`config.mk`:
```
export PLATFORM = sky130hd
export DESIGN_NAME = assembler_line_tokenizer
export DESIGN_NICKNAME = d
export VERILOG_FILES = /design/src/hdl/atl_pkg.sv /design/src/hdl/atl_front.sv /design/src/hdl/atl_queue.sv /design/src/hdl/atl_back.sv /design/src/hdl/assembler_line_tokenizer.sv
export SDC_FILE = /design/constraint.sdc
export NUM_CORES = 2
export LEC_CHECK = 0
export ABC_AREA = 1
export BUFFER_PORTS_ARGS = -buffer_cell sky130_fd_sc_hd__buf_2
export CELL_PAD_IN_SITES_DETAIL_PLACEMENT = 0
export CELL_PAD_IN_SITES_GLOBAL_PLACEMENT = 1
export CORE_MARGIN = 5
export CORE_UTILIZATION = 40
export DETAILED_ROUTE_END_ITERATION = 6
export PLACE_DENSITY_LB_ADDON = 0.1
export SLEW_MARGIN = 0
export SYNTH_ARGS = -nofsm -noshare
export SYNTH_HDL_FRONTEND = slang
export SYNTH_HIERARCHICAL = 1
export SYNTH_SLANG_ARGS = --single-unit
export TNS_END_PERCENT = 30
```
`constraint.sdc`:
```
create_clock -name i_clk -period 22.6 [get_ports i_clk]
set_clock_uncertainty 0.1 [all_clocks]
set_input_delay 3.39 -clock i_clk [delete_from_list [all_inputs] [get_ports i_clk]]
set_output_delay 3.39 -clock i_clk [all_outputs]
set_load 0.005 [all_outputs]
```
`src/hdl/atl_pkg.sv`:
```
// ----------------------------------------------------------------------------
// atl_pkg - shared types, constants and helpers of the line tokenizer
// Token kinds, error codes, scan modes, the queued beat bundle and the
// keyword tables.
// ----------------------------------------------------------------------------
package atl_pkg;

    localparam int MAX_COLUMN_DEF    = 4095;
    localparam int NUM_REGISTERS_DEF = 16;
    localparam int QUEUE_DEPTH_DEF   = 4;

    localparam int          NAME_KEEP = 5;
    localparam logic [11:0] LEN_SAT   = 12'hFFF;
    localparam int          NUM_INSTR = 24;

    localparam logic [63:0] NUM_PRE_LIMIT = 64'd922337203685477580;
    localparam logic [63:0] INT_POS_LIMIT = 64'h7FFF_FFFF_FFFF_FFFF;
    localparam logic [63:0] INT_NEG_LIMIT = 64'h8000_0000_0000_0000;
    localparam logic [31:0] REG_PRE_LIMIT = 32'd214748364;
    localparam logic [31:0] REG_LIMIT     = 32'd2147483647;

    localparam logic [7:0] CH_SPACE = 8'h20;
    localparam logic [7:0] CH_TAB   = 8'h09;
    localparam logic [7:0] CH_LBRK  = 8'h5B;
    localparam logic [7:0] CH_RBRK  = 8'h5D;
    localparam logic [7:0] CH_COMMA = 8'h2C;
    localparam logic [7:0] CH_COLON = 8'h3A;
    localparam logic [7:0] CH_MINUS = 8'h2D;
    localparam logic [7:0] CH_UNDER = 8'h5F;
    localparam logic [7:0] CH_DOT   = 8'h2E;
    localparam logic [7:0] CH_R     = 8'h52;

    typedef enum logic [3:0] {
        KIND_INSTR = 4'd0,
        KIND_REG   = 4'd1,
        KIND_LABEL = 4'd2,
        KIND_INT   = 4'd3,
        KIND_LBRK  = 4'd4,
        KIND_RBRK  = 4'd5,
        KIND_COMMA = 4'd6,
        KIND_COLON = 4'd7,
        KIND_DIR   = 4'd8,
        KIND_EOL   = 4'd9,
        KIND_ERROR = 4'd10
    } t_kind;

    typedef enum logic [2:0] {
        ERR_NONE     = 3'd0,
        ERR_CHAR     = 3'd1,
        ERR_DIR      = 3'd2,
        ERR_INT_OVF  = 3'd3,
        ERR_REG_OVF  = 3'd4
    } t_err;

    typedef enum logic [2:0] {
        MODE_IDLE   = 3'd0,
        MODE_MINUS  = 3'd1,
        MODE_NUMBER = 3'd2,
        MODE_IDENT  = 3'd3,
        MODE_DOT    = 3'd4,
        MODE_DIR    = 3'd5,
        MODE_REGRUN = 3'd6
    } t_mode;

    typedef struct packed {
        t_kind       kind;
        logic [63:0] value;
        logic [11:0] column;
        logic [11:0] length;
        t_err        err;
    } t_tok;

    // all results of one input beat
    typedef struct packed {
        logic [1:0]   count;
        logic [15:0]  line;
        t_tok [2:0]   tok;
    } t_bundle;

    localparam logic [39:0] INSTR_NAME [NUM_INSTR] = '{
        "MOV", "ADD", "SUB", "MUL", "DIV", "AND", "OR", "XOR", "SHL", "SHR",
        "CMP", "JMP", "JE", "JNE", "JG", "JL", "JLE", "JGE", "LOAD", "STORE",
        "PUSH", "POP", "CALL", "RET"
    };
    localparam logic [2:0] INSTR_LEN [NUM_INSTR] = '{
        3'd3, 3'd3, 3'd3, 3'd3, 3'd3, 3'd3, 3'd2, 3'd3, 3'd3, 3'd3,
        3'd3, 3'd3, 3'd2, 3'd3, 3'd2, 3'd2, 3'd3, 3'd3, 3'd4, 3'd5,
        3'd4, 3'd3, 3'd4, 3'd3
    };
    localparam logic [39:0] DIR_NAME [3] = '{"DATA", "CODE", "WORD"};

    function automatic t_tok mk_tok(t_kind kind, logic [63:0] value,
                                    logic [11:0] column, logic [11:0] length,
                                    t_err err);
        t_tok t;
        t.kind   = kind;
        t.value  = value;
        t.column = column;
        t.length = length;
        t.err    = err;
        return t;
    endfunction

    function automatic logic is_digit(logic [7:0] c);
        return (c >= 8'h30) && (c <= 8'h39);
    endfunction

    function automatic logic is_alpha(logic [7:0] c);
        return ((c >= 8'h41) && (c <= 8'h5A)) || ((c >= 8'h61) && (c <= 8'h7A));
    endfunction

    function automatic logic [7:0] to_upper(logic [7:0] c);
        return ((c >= 8'h61) && (c <= 8'h7A)) ? c - 8'd32 : c;
    endfunction

    function automatic logic [39:0] name_push(logic [39:0] name, logic [11:0] tlen,
                                              logic [7:0] c);
        return (tlen < 12'(NAME_KEEP)) ? {name[31:0], c} : name;
    endfunction

    function automatic logic [11:0] len_inc(logic [11:0] tlen);
        return (tlen < LEN_SAT) ? tlen + 12'd1 : tlen;
    endfunction

    // {overflow, magnitude} after one more decimal digit
    function automatic logic [64:0] num_push(logic [63:0] mag, logic ovf, logic [3:0] d);
        logic [63:0] m;
        logic        o;
        m = mag;
        o = ovf;
        if (mag > NUM_PRE_LIMIT) begin
            o = 1'b1;
        end else begin
            m = (mag << 3) + (mag << 1) + 64'(d);
            if (m > INT_NEG_LIMIT) begin
                o = 1'b1;
            end
        end
        return {o, m};
    endfunction

    // {hit, index}
    function automatic logic [5:0] instr_find(logic [39:0] name, logic [11:0] tlen);
        logic [5:0] r;
        r = '0;
        for (int i = NUM_INSTR - 1; i >= 0; i--) begin
            if ((tlen == 12'(INSTR_LEN[i])) && (name == INSTR_NAME[i])) begin
                r = {1'b1, 5'(i)};
            end
        end
        return r;
    endfunction

endpackage

```
`src/hdl/atl_front.sv`:
```
// ----------------------------------------------------------------------------
// atl_front - character scanner
// Keeps the per-line scan state and turns each beat into a bundle of up
// to three tokens.
// ----------------------------------------------------------------------------
module atl_front #(
    parameter int MAX_COLUMN    = atl_pkg::MAX_COLUMN_DEF,
    parameter int NUM_REGISTERS = atl_pkg::NUM_REGISTERS_DEF
) (
    input  logic              i_clk,
    input  logic              i_rst_n,
    input  logic              i_take,
    input  logic [7:0]        i_char_code,
    input  logic              i_char_valid,
    input  logic              i_end_of_line,
    input  logic [15:0]       i_line_number,
    output logic              o_push,
    output atl_pkg::t_bundle  o_bundle
);

    localparam int CW = $clog2(MAX_COLUMN + 1);
    localparam logic [CW-1:0] COL_MAX = CW'(MAX_COLUMN);

    atl_pkg::t_mode r_mode, n_mode;
    logic [CW-1:0]  r_col, n_col;
    logic [CW-1:0]  r_scol, n_scol;
    logic [11:0]    r_tlen, n_tlen;
    logic [63:0]    r_mag, n_mag;
    logic           r_neg, n_neg;
    logic           r_ovf, n_ovf;
    logic [39:0]    r_name, n_name;
    logic [31:0]    r_rdig, n_rdig;
    logic           r_rovf, n_rovf;
    logic           r_rform, n_rform;
    logic           r_abort, n_abort;

    atl_pkg::t_bundle bundle;

    always_comb begin
        logic [CW-1:0]     col;
        logic [7:0]        c;
        logic [7:0]        cu;
        logic              go_start;
        logic              fin_num;
        logic              fin_id;
        logic              fin_dir;
        logic [64:0]       np;
        logic [5:0]        hit;
        logic [63:0]       lim;
        logic [1:0]        nt;
        atl_pkg::t_tok [2:0] toks;

        n_mode = r_mode;   n_col = r_col;     n_scol = r_scol;  n_tlen = r_tlen;
        n_mag = r_mag;     n_neg = r_neg;     n_ovf = r_ovf;    n_name = r_name;
        n_rdig = r_rdig;   n_rovf = r_rovf;   n_rform = r_rform; n_abort = r_abort;
        toks = '0;
        nt = '0;
        c = i_char_code;
        cu = atl_pkg::to_upper(c);
        col = r_col;
        go_start = 1'b0;
        fin_num = 1'b0;
        fin_id = 1'b0;
        fin_dir = 1'b0;

        for (int pass = 0; pass < 2; pass++) begin
            // pass 0: the character, pass 1: end of line
            fin_num = 1'b0;
            fin_id = 1'b0;
            fin_dir = 1'b0;
            go_start = 1'b0;
            if (pass == 0 && i_char_valid && !n_abort) begin
                col = n_col;
                unique case (n_mode)
                    atl_pkg::MODE_MINUS: begin
                        if (atl_pkg::is_digit(c)) begin
                            n_mode = atl_pkg::MODE_NUMBER;
                            np = atl_pkg::num_push(n_mag, n_ovf, c[3:0]);
                            {n_ovf, n_mag} = np;
                            n_tlen = atl_pkg::len_inc(n_tlen);
                        end else begin
                            toks[nt] = atl_pkg::mk_tok(atl_pkg::KIND_ERROR, '0,
                                12'(n_scol), '0, atl_pkg::ERR_CHAR);
                            nt = nt + 2'd1;
                            n_abort = 1'b1;
                            n_mode = atl_pkg::MODE_IDLE;
                        end
                    end
                    atl_pkg::MODE_NUMBER: begin
                        if (atl_pkg::is_digit(c)) begin
                            np = atl_pkg::num_push(n_mag, n_ovf, c[3:0]);
                            {n_ovf, n_mag} = np;
                            n_tlen = atl_pkg::len_inc(n_tlen);
                        end else begin
                            fin_num = 1'b1;
                            go_start = 1'b1;
                        end
                    end
                    atl_pkg::MODE_IDENT, atl_pkg::MODE_REGRUN: begin
                        if (atl_pkg::is_alpha(c) || atl_pkg::is_digit(c)
                                || c == atl_pkg::CH_UNDER) begin
                            if (n_tlen == 12'd1 && n_name == 40'(atl_pkg::CH_R)
                                    && atl_pkg::is_digit(c)) begin
                                n_rform = 1'b1;
                                n_mode = atl_pkg::MODE_REGRUN;
                                n_rdig = 32'(c[3:0]);
                            end else if (n_mode == atl_pkg::MODE_REGRUN) begin
                                if (atl_pkg::is_digit(c)) begin
                                    if (n_rdig > atl_pkg::REG_PRE_LIMIT) begin
                                        n_rovf = 1'b1;
                                    end else begin
                                        n_rdig = (n_rdig << 3) + (n_rdig << 1)
                                            + 32'(c[3:0]);
                                        if (n_rdig > atl_pkg::REG_LIMIT) begin
                                            n_rovf = 1'b1;
                                        end
                                    end
                                end else begin
                                    n_mode = atl_pkg::MODE_IDENT;
                                end
                            end
                            n_name = atl_pkg::name_push(n_name, n_tlen, cu);
                            n_tlen = atl_pkg::len_inc(n_tlen);
                        end else begin
                            fin_id = 1'b1;
                            go_start = 1'b1;
                        end
                    end
                    atl_pkg::MODE_DOT: begin
                        n_name = atl_pkg::name_push('0, '0, cu);
                        n_tlen = 12'd1;
                        n_mode = atl_pkg::MODE_DIR;
                    end
                    atl_pkg::MODE_DIR: begin
                        if (atl_pkg::is_alpha(c)) begin
                            n_name = atl_pkg::name_push(n_name, n_tlen, cu);
                            n_tlen = atl_pkg::len_inc(n_tlen);
                        end else begin
                            fin_dir = 1'b1;
                            go_start = 1'b1;
                        end
                    end
                    default: go_start = 1'b1;
                endcase
                n_col = (col < COL_MAX) ? col + 1'b1 : COL_MAX;
            end else if (pass == 1 && i_end_of_line && !n_abort) begin
                col = n_col;
                unique case (n_mode)
                    atl_pkg::MODE_MINUS: begin
                        toks[nt] = atl_pkg::mk_tok(atl_pkg::KIND_ERROR, '0,
                            12'(n_scol), '0, atl_pkg::ERR_CHAR);
                        nt = nt + 2'd1;
                        n_abort = 1'b1;
                    end
                    atl_pkg::MODE_NUMBER: fin_num = 1'b1;
                    atl_pkg::MODE_IDENT, atl_pkg::MODE_REGRUN: fin_id = 1'b1;
                    atl_pkg::MODE_DOT: begin
                        toks[nt] = atl_pkg::mk_tok(atl_pkg::KIND_ERROR, '0,
                            12'(col), '0, atl_pkg::ERR_DIR);
                        nt = nt + 2'd1;
                        n_abort = 1'b1;
                    end
                    atl_pkg::MODE_DIR: fin_dir = 1'b1;
                    default: ;
                endcase
            end

            // token completion
            if (fin_num) begin
                lim = n_neg ? atl_pkg::INT_NEG_LIMIT : atl_pkg::INT_POS_LIMIT;
                if (n_ovf || n_mag > lim) begin
                    toks[nt] = atl_pkg::mk_tok(atl_pkg::KIND_ERROR, '0, 12'(col), '0,
                        atl_pkg::ERR_INT_OVF);
                    n_abort = 1'b1;
                end else begin
                    toks[nt] = atl_pkg::mk_tok(atl_pkg::KIND_INT,
                        n_neg ? 64'd0 - n_mag : n_mag, 12'(n_scol), n_tlen,
                        atl_pkg::ERR_NONE);
                end
                nt = nt + 2'd1;
            end
            if (fin_id) begin
                hit = atl_pkg::instr_find(n_name, n_tlen);
                if (hit[5]) begin
                    toks[nt] = atl_pkg::mk_tok(atl_pkg::KIND_INSTR, 64'(hit[4:0]),
                        12'(n_scol), n_tlen, atl_pkg::ERR_NONE);
                end else if (n_rform && n_rovf) begin
                    toks[nt] = atl_pkg::mk_tok(atl_pkg::KIND_ERROR, '0, 12'(col), '0,
                        atl_pkg::ERR_REG_OVF);
                    n_abort = 1'b1;
                end else if (n_rform && n_rdig < 32'(NUM_REGISTERS)) begin
                    toks[nt] = atl_pkg::mk_tok(atl_pkg::KIND_REG, 64'(n_rdig),
                        12'(n_scol), n_tlen, atl_pkg::ERR_NONE);
                end else begin
                    toks[nt] = atl_pkg::mk_tok(atl_pkg::KIND_LABEL, '0,
                        12'(n_scol), n_tlen, atl_pkg::ERR_NONE);
                end
                nt = nt + 2'd1;
            end
            if (fin_dir) begin
                if (n_tlen == 12'd4 && n_name == atl_pkg::DIR_NAME[0]) begin
                    toks[nt] = atl_pkg::mk_tok(atl_pkg::KIND_DIR, 64'd0, 12'(n_scol),
                        12'd4, atl_pkg::ERR_NONE);
                end else if (n_tlen == 12'd4 && n_name == atl_pkg::DIR_NAME[1]) begin
                    toks[nt] = atl_pkg::mk_tok(atl_pkg::KIND_DIR, 64'd1, 12'(n_scol),
                        12'd4, atl_pkg::ERR_NONE);
                end else if (n_tlen == 12'd4 && n_name == atl_pkg::DIR_NAME[2]) begin
                    toks[nt] = atl_pkg::mk_tok(atl_pkg::KIND_DIR, 64'd2, 12'(n_scol),
                        12'd4, atl_pkg::ERR_NONE);
                end else begin
                    toks[nt] = atl_pkg::mk_tok(atl_pkg::KIND_ERROR, '0, 12'(col), '0,
                        atl_pkg::ERR_DIR);
                    n_abort = 1'b1;
                end
                nt = nt + 2'd1;
            end
            if (fin_num || fin_id || fin_dir || n_abort) begin
                n_mode = atl_pkg::MODE_IDLE;
            end

            // first character of a new token
            if (go_start && !n_abort) begin
                unique case (c)
                    atl_pkg::CH_SPACE, atl_pkg::CH_TAB: ;
                    atl_pkg::CH_LBRK: begin
                        toks[nt] = atl_pkg::mk_tok(atl_pkg::KIND_LBRK, '0, 12'(col),
                            12'd1, atl_pkg::ERR_NONE);
                        nt = nt + 2'd1;
                    end
                    atl_pkg::CH_RBRK: begin
                        toks[nt] = atl_pkg::mk_tok(atl_pkg::KIND_RBRK, '0, 12'(col),
                            12'd1, atl_pkg::ERR_NONE);
                        nt = nt + 2'd1;
                    end
                    atl_pkg::CH_COMMA: begin
                        toks[nt] = atl_pkg::mk_tok(atl_pkg::KIND_COMMA, '0, 12'(col),
                            12'd1, atl_pkg::ERR_NONE);
                        nt = nt + 2'd1;
                    end
                    atl_pkg::CH_COLON: begin
                        toks[nt] = atl_pkg::mk_tok(atl_pkg::KIND_COLON, '0, 12'(col),
                            12'd1, atl_pkg::ERR_NONE);
                        nt = nt + 2'd1;
                    end
                    default: begin
                        if (atl_pkg::is_digit(c) || c == atl_pkg::CH_MINUS) begin
                            n_mode = atl_pkg::is_digit(c) ? atl_pkg::MODE_NUMBER
                                                          : atl_pkg::MODE_MINUS;
                            n_scol = col;
                            n_tlen = 12'd1;
                            n_mag = atl_pkg::is_digit(c) ? 64'(c[3:0]) : 64'd0;
                            n_neg = (c == atl_pkg::CH_MINUS);
                            n_ovf = 1'b0;
                        end else if (atl_pkg::is_alpha(c) || c == atl_pkg::CH_UNDER) begin
                            n_mode = atl_pkg::MODE_IDENT;
                            n_scol = col;
                            n_tlen = 12'd1;
                            n_name = 40'(cu);
                            n_rform = 1'b0;
                            n_rdig = '0;
                            n_rovf = 1'b0;
                        end else if (c == atl_pkg::CH_DOT) begin
                            n_mode = atl_pkg::MODE_DOT;
                            n_scol = (col < COL_MAX) ? col + 1'b1 : COL_MAX;
                        end else begin
                            toks[nt] = atl_pkg::mk_tok(atl_pkg::KIND_ERROR, '0,
                                12'(col), '0, atl_pkg::ERR_CHAR);
                            nt = nt + 2'd1;
                            n_abort = 1'b1;
                            n_mode = atl_pkg::MODE_IDLE;
                        end
                    end
                endcase
            end

            if (pass == 1 && i_end_of_line) begin
                if (!n_abort) begin
                    toks[nt] = atl_pkg::mk_tok(atl_pkg::KIND_EOL, '0, 12'(col), '0,
                        atl_pkg::ERR_NONE);
                    nt = nt + 2'd1;
                end
                n_mode = atl_pkg::MODE_IDLE;  n_col = CW'(1);   n_scol = '0;
                n_tlen = '0;  n_mag = '0;  n_neg = 1'b0;  n_ovf = 1'b0;
                n_name = '0;  n_rdig = '0; n_rovf = 1'b0; n_rform = 1'b0;
                n_abort = 1'b0;
            end
        end

        bundle.count = nt;
        bundle.line  = i_line_number;
        bundle.tok   = toks;
    end

    assign o_push   = i_take && (bundle.count != 2'd0);
    assign o_bundle = bundle;

    always_ff @(posedge i_clk) begin
        if (!i_rst_n) begin
            r_mode <= atl_pkg::MODE_IDLE;  r_col <= CW'(1);  r_scol <= '0;
            r_tlen <= '0;  r_mag <= '0;  r_neg <= 1'b0;  r_ovf <= 1'b0;
            r_name <= '0;  r_rdig <= '0; r_rovf <= 1'b0; r_rform <= 1'b0;
            r_abort <= 1'b0;
        end else if (i_take) begin
            r_mode <= n_mode;  r_col <= n_col;  r_scol <= n_scol;
            r_tlen <= n_tlen;  r_mag <= n_mag;  r_neg <= n_neg;  r_ovf <= n_ovf;
            r_name <= n_name;  r_rdig <= n_rdig; r_rovf <= n_rovf;
            r_rform <= n_rform; r_abort <= n_abort;
        end
    end

    a_col_range: assert property (@(posedge i_clk) disable iff (!i_rst_n)
        (r_col != '0) && (r_col <= COL_MAX))
        else $error("column counter out of range");

    a_abort_idle: assert property (@(posedge i_clk) disable iff (!i_rst_n)
        r_abort |-> (r_mode == atl_pkg::MODE_IDLE))
        else $error("aborted line still scanning");

    a_eol_clears: assert property (@(posedge i_clk) disable iff (!i_rst_n)
        (i_take && i_end_of_line) |=> (!r_abort && r_col == CW'(1)))
        else $error("end of line did not reset the line");

endmodule

```
`src/hdl/atl_queue.sv`:
```
// ----------------------------------------------------------------------------
// atl_queue - bundle queue between scanner and token sender
// Small flip-flop FIFO; lets the scanner run while tokens wait.
// ----------------------------------------------------------------------------
module atl_queue #(
    parameter int DEPTH = atl_pkg::QUEUE_DEPTH_DEF
) (
    input  logic              i_clk,
    input  logic              i_rst_n,
    input  logic              i_push,
    input  atl_pkg::t_bundle  i_bundle,
    input  logic              i_pop,
    output atl_pkg::t_bundle  o_head,
    output logic              o_empty,
    output logic              o_full
);

    localparam int AW = (DEPTH > 1) ? $clog2(DEPTH) : 1;
    localparam int NW = $clog2(DEPTH + 1);

    atl_pkg::t_bundle r_mem [DEPTH];
    logic [AW-1:0] r_wr, n_wr;
    logic [AW-1:0] r_rd, n_rd;
    logic [NW-1:0] r_cnt, n_cnt;

    assign o_empty = (r_cnt == '0);
    assign o_full  = (r_cnt == NW'(DEPTH));
    assign o_head  = r_mem[r_rd];

    always_comb begin
        n_wr  = i_push ? ((r_wr == AW'(DEPTH - 1)) ? '0 : r_wr + 1'b1) : r_wr;
        n_rd  = i_pop  ? ((r_rd == AW'(DEPTH - 1)) ? '0 : r_rd + 1'b1) : r_rd;
        n_cnt = r_cnt + NW'(i_push) - NW'(i_pop);
    end

    always_ff @(posedge i_clk) begin
        if (!i_rst_n) begin
            r_wr  <= '0;
            r_rd  <= '0;
            r_cnt <= '0;
        end else begin
            r_wr  <= n_wr;
            r_rd  <= n_rd;
            r_cnt <= n_cnt;
        end
    end

    always_ff @(posedge i_clk) begin
        if (i_push) begin
            r_mem[r_wr] <= i_bundle;
        end
    end

    a_no_overrun: assert property (@(posedge i_clk) disable iff (!i_rst_n)
        !(i_push && o_full && !i_pop))
        else $error("push into full queue");

    a_no_underrun: assert property (@(posedge i_clk) disable iff (!i_rst_n)
        !(i_pop && o_empty))
        else $error("pop from empty queue");

    a_cnt_bound: assert property (@(posedge i_clk) disable iff (!i_rst_n)
        r_cnt <= NW'(DEPTH))
        else $error("queue count above depth");

endmodule

```
`src/hdl/atl_back.sv`:
```
// ----------------------------------------------------------------------------
// atl_back - token sender
// Walks the tokens of the head bundle, one per output beat.
// ----------------------------------------------------------------------------
module atl_back (
    input  logic              i_clk,
    input  logic              i_rst_n,
    input  atl_pkg::t_bundle  i_head,
    input  logic              i_empty,
    input  logic              i_stall,
    output logic              o_pop,
    output logic              o_valid,
    output atl_pkg::t_tok     o_tok,
    output logic [15:0]       o_line,
    output logic              o_last
);

    logic [1:0] r_idx, n_idx;
    logic       take;

    assign o_valid = !i_empty;
    assign o_tok   = i_head.tok[r_idx];
    assign o_line  = i_head.line;
    assign o_last  = (r_idx == i_head.count - 2'd1);
    assign take    = o_valid && !i_stall;
    assign o_pop   = take && o_last;

    always_comb begin
        n_idx = r_idx;
        if (take) begin
            n_idx = o_last ? 2'd0 : r_idx + 2'd1;
        end
    end

    always_ff @(posedge i_clk) begin
        if (!i_rst_n) begin
            r_idx <= '0;
        end else begin
            r_idx <= n_idx;
        end
    end

    a_idx_in_bundle: assert property (@(posedge i_clk) disable iff (!i_rst_n)
        o_valid |-> (r_idx < i_head.count))
        else $error("token index beyond bundle");

    a_hold_on_stall: assert property (@(posedge i_clk) disable iff (!i_rst_n)
        (o_valid && i_stall) |=> $stable(r_idx))
        else $error("token index moved while stalled");

endmodule

```
`src/hdl/assembler_line_tokenizer.sv`:
```
// ----------------------------------------------------------------------------
// assembler_line_tokenizer - source line to token stream
// Scans assembler source one character per beat and sends tokens with
// column, length and line number.
// ----------------------------------------------------------------------------
// Usage:
//  - Input channel (i_valid / o_stall): one character per beat, with
//    i_char_valid low for a line that holds no character and
//    i_end_of_line high on the last beat of each line.
//  - Output channel (o_valid / i_stall): one token per beat; o_last_of_run
//    marks the last token caused by one input beat (a beat causes 0 to 3).
//  - A completed token is written into the bundle queue and sent from its head.
//  - Throughput: one input beat per cycle while i_stall is low and every
//    beat yields at most one token; the sender moves one token per cycle
//    while i_stall is low, and the bundle queue absorbs multi-token beats.
//  - o_stall rises only when the bundle queue is full; i_stall holds the
//    current token and lets the scanner keep filling the queue.
//  - Reset (synchronous, active low) empties the queue and starts a new
//    line at column 1.
//  - After an error token the rest of the line is dropped; no end-of-line
//    token follows, and the end-of-line beat starts the next line.
// ----------------------------------------------------------------------------
module assembler_line_tokenizer #(
    parameter int MAX_COLUMN    = atl_pkg::MAX_COLUMN_DEF,
    parameter int NUM_REGISTERS = atl_pkg::NUM_REGISTERS_DEF,
    parameter int QUEUE_DEPTH   = atl_pkg::QUEUE_DEPTH_DEF
) (
    input  logic               i_clk,
    input  logic               i_rst_n,
    // character beats
    input  logic               i_valid,
    output logic               o_stall,
    input  logic [7:0]         i_char_code,
    input  logic               i_char_valid,
    input  logic               i_end_of_line,
    input  logic [15:0]        i_line_number,
    // token beats
    output logic               o_valid,
    input  logic               i_stall,
    output logic [3:0]         o_token_kind,
    output logic signed [63:0] o_token_value,
    output logic [11:0]        o_column,
    output logic [11:0]        o_length,
    output logic [15:0]        o_token_line,
    output logic [2:0]         o_error_code,
    output logic               o_last_of_run
);

    atl_pkg::t_bundle front_bundle;
    atl_pkg::t_bundle head;
    atl_pkg::t_tok    tok;
    logic             take;
    logic             push;
    logic             pop;
    logic             q_empty;
    logic             q_full;

    // a beat enters whenever the queue has room
    assign o_stall = q_full;
    assign take    = i_valid && !q_full;

    atl_front #(
        .MAX_COLUMN    (MAX_COLUMN),
        .NUM_REGISTERS (NUM_REGISTERS)
    ) u_front (
        .i_clk         (i_clk),
        .i_rst_n       (i_rst_n),
        .i_take        (take),
        .i_char_code   (i_char_code),
        .i_char_valid  (i_char_valid),
        .i_end_of_line (i_end_of_line),
        .i_line_number (i_line_number),
        .o_push        (push),
        .o_bundle      (front_bundle)
    );

    atl_queue #(
        .DEPTH (QUEUE_DEPTH)
    ) u_queue (
        .i_clk    (i_clk),
        .i_rst_n  (i_rst_n),
        .i_push   (push),
        .i_bundle (front_bundle),
        .i_pop    (pop),
        .o_head   (head),
        .o_empty  (q_empty),
        .o_full   (q_full)
    );

    atl_back u_back (
        .i_clk   (i_clk),
        .i_rst_n (i_rst_n),
        .i_head  (head),
        .i_empty (q_empty),
        .i_stall (i_stall),
        .o_pop   (pop),
        .o_valid (o_valid),
        .o_tok   (tok),
        .o_line  (o_token_line),
        .o_last  (o_last_of_run)
    );

    assign o_token_kind  = tok.kind;
    assign o_token_value = tok.value;
    assign o_column      = tok.column;
    assign o_length      = tok.length;
    assign o_error_code  = tok.err;

    // a beat taken with room in the queue is never dropped
    a_push_has_room: assert property (@(posedge i_clk) disable iff (!i_rst_n)
        push |-> !q_full)
        else $error("bundle pushed into full queue");

endmodule
```
==> results.toml <==
[layout]
drive_gt1_share_pct = 8.82
nets = 11600
stdcell_count = 14400
area_growth_pct = 8.52

[logic_synthesis]
yosysSeqAreaShare_pct = 44.2
synth_top_area_cell = "edfxtp_1"
ys_warn_count = 6
synthesis.area_um2 = 91100
synthXorXnorAreaFrac_pct = 1.65
synth_nets = 11800
syn_area_per_cell_um2 = 8.01
synth-async-reset-ratio_pct = 0
synth-compound-area-share_pct = 17.8
ys_ff_latch = 1403
synthAdderAreaFrac_pct = 4.90
synth-edff-count = 1212
synthMuxAreaShare_pct = 0.0879
synth.distinct_cells = 83
yosysMostFrequentCell = "nand2_1"
synth_area_leaders = "edfxtp_1 40%, nand2_1 10%, inv_1 6.1%, o21ai_0 5.6%, ha_1 4.8%"
synthTopCellsByCount = "2,448 x nand2_1, 1,471 x inv_1, 1,212 x edfxtp_1"
synth_top_family_by_area = "simple AND/OR/NAND/NOR gates"
synth_simple_gate_area_share_pct = 21.5
syn_inst = 11400
synth_top_area_share_pct = 40.0
synthFlopType = "edfxtp_1"

[job]
cap_violations = 0

[global_route]
grtUsageTotal_pct = 30.6
grt_pass1_wl_um = 542000
grt_max_degree = 242
grt_antenna_before_repair = 20
grt-ovfl-total = 0
grt_pass1_vias = 77000

[detailed_routing]
detailroute.via_count = 81700
drtPass1Iterations = 6
drt-wirelength-per-cell_um = 26.0
vias_per_cell = 5.68
wl_um = 375000
ant_nets = 0
drc = 0
drtIter0Drc = 8188

[critical_path]
worst_setup_path_start_kind = "primary input"
cp.arrival_ps = 17720
critPathTopFamily = "simple AND/OR/NAND/NOR gates"
slowest_delay_ps = 730
crit_type = "in -> reg"
end_kind = "flip-flop"
crit_top_cell = "nand2_1"
path_buf_inv = 14
cp_data_required_time_ps = 22920
crit_slowest_cell = "o21ai_0"
path_max_fanout = 98

[clock_tree]
cts_tree = "yes"
clk_path_buf_depth = 3
cts_hold_buf = 0
cts_resized = 0
cts.sink_count = 1403
htree_levels = 4
cts_buffers = 159
worstSkewPairLatency_ps = 850
clk_pin_slew_worst_paths_ps = 60
cts_setup_buffers = 0
cts-root-buf = "clkbuf_16"

[floorplanning]
initial_core_util_pct = 40.1
core_um2 = 227000
die_h_um = 487
io_pins = 144
die_area_um2 = 237000
die_width_um = 487
num_rows = 175

[sta]
timing.fmax_mhz = 57.5
drv_slew = 0
finalHoldViolCount = 0
fin_crit_ps = 17400
fin_setup_tns_ps = 0
slew_headroom_pct = 8.03
fin_crit_sh_pct = 77.0
worstMarginPinSlew_ps = 1360
setup_violations = 0
grt_setup_unrepaired = "no"
whs_ps = 365

[pwr]
finalPower_uw = 7880
peakVddDrop_v = 0.0000747
leakagePower_uw = 0.0400
power_density_nw_per_um2 = 79.7

[placement]
hpwl_um = 274000
numPortBuffers = 143
dp_cells = 14100
gp_congestion = 0.988

[min_path]
hp-class = "reg -> reg"

[run_status]
status = "finished clean"
-- kinds of logic after synthesis --
logic type	after synthesis
AOI/OAI and AO/OA	2713
adders and majority gates	354
muxes	8
buffers and inverters	2137
DFF	1403
and+or+nand+nor	4584
xor gates and xnor gates	172
-- placed cells by master (no fill, tap or decap), types with 48 or more instances in the layout --
cell type	count
o21ai_1	139
o21ai_0	1011
ha_1	348
clkbuf_16	159
dfxtp_1	186
a21oi_1	852
inv_1	1465
a31oi_1	51
o211ai_2	160
nand4_1	149
nor3_1	177
nand3_1	485
edfxtp_1	1212
inv_2	61
buf_4	127
nor2_1	1040
nor2_2	48
o211ai_1	193
o22ai_1	53
or2_2	62
xor2_1	133
nand2_1	2448
buf_2	143
-- metrics by stage --
| stage | worst slack [ps] | utilization, % | area, um2 |
|---|---|---|---|
| 6_report | 5200 | 43.5 | 98800 |
| 5_1_grt | 4390 | 43.5 | 98800 |
| 4_1_cts | 5360 | 43.5 | 98800 |
| 3_5_place_dp | 4540 | 41.3 | 93700 |
| 3_3_place_gp | 4690 | 41.3 | 93700 |
| 2_1_floorplan | 2590 | - | 91100 |
-- final cells by class --
cell class / instances / area [um2]
diodes: 18 / 45.0
clock inverters: 76 / 883
flip-flops and latches: 1403 / 40200
fillers: 22900 / 128000
well taps: 3009 / 3760
multi-input cells: 7831 / 41900
clock buffers: 208 / 4230
inverters: 1556 / 5910
repair buffers: 281 / 1890
-- registers in the layout (all words and copies together), names as in the netlist, named ones only --
name and count:
u_front/r_scol 12, u_queue/r_mem 1212, u_queue/r_wr 2, u_front/r_mag 64, u_front/r_neg 1, u_front/r_rovf 1
u_queue/r_rd 2, u_front/r_mode 3, u_queue/r_cnt 3, u_front/r_rdig 32, u_front/r_ovf 1, u_front/r_tlen 12
u_front/r_col 12, u_front/r_name 40, u_back/r_idx 2, u_front/r_abort 1, u_front/r_rform 1
-- power breakdown --
part / internal (uW) / total, uW / switching, uW
Sequential: 3110 / 3210 / 98.3
Clock: 1430 / 2540 / 1120
Combinational: 556 / 2130 / 1570
Total: 5090 / 7880 / 2790
-- metal layers --
metal | GRT usage, % | part of all wire, % | up-vias
met5 | 0 | 0.026 | -
met4 | 8.30 | 2.9 | 14
met3 | 4.40 | 6.6 | 504
met2 | 48.0 | 44 | 2857
met1 | 44.3 | 46 | 40200
li1 | - | - | 38200
-- tightest hold or removal path, delay by kind of cell, from the launching register on --
kind	cells	cell delay [ps]
AO/OA/AOI/OAI	1	50
flip-flops	1	310
AND/OR/NAND/NOR	1	60
-- worst paths after layout --
check | start | endpoint | slack (ps) | cells past startpoint
hold / removal | u_front/r_rform$_SDFFE_PN0P_ | u_front/r_rform$_SDFFE_PN0P_ | 360 | 2
setup reg to reg | u_front/r_mag[32]$_SDFFE_PN0P_ | u_queue/r_mem[3][81]$_DFFE_PP_ | 7450 | 49
hold reg to reg | u_front/r_rform$_SDFFE_PN0P_ | u_front/r_rform$_SDFFE_PN0P_ | 360 | 2
setup / recovery | i_char_code[3] | u_queue/r_mem[3][81]$_DFFE_PP_ | 5200 | 62
Note: power is estimated with default switching activity, not from simulation.
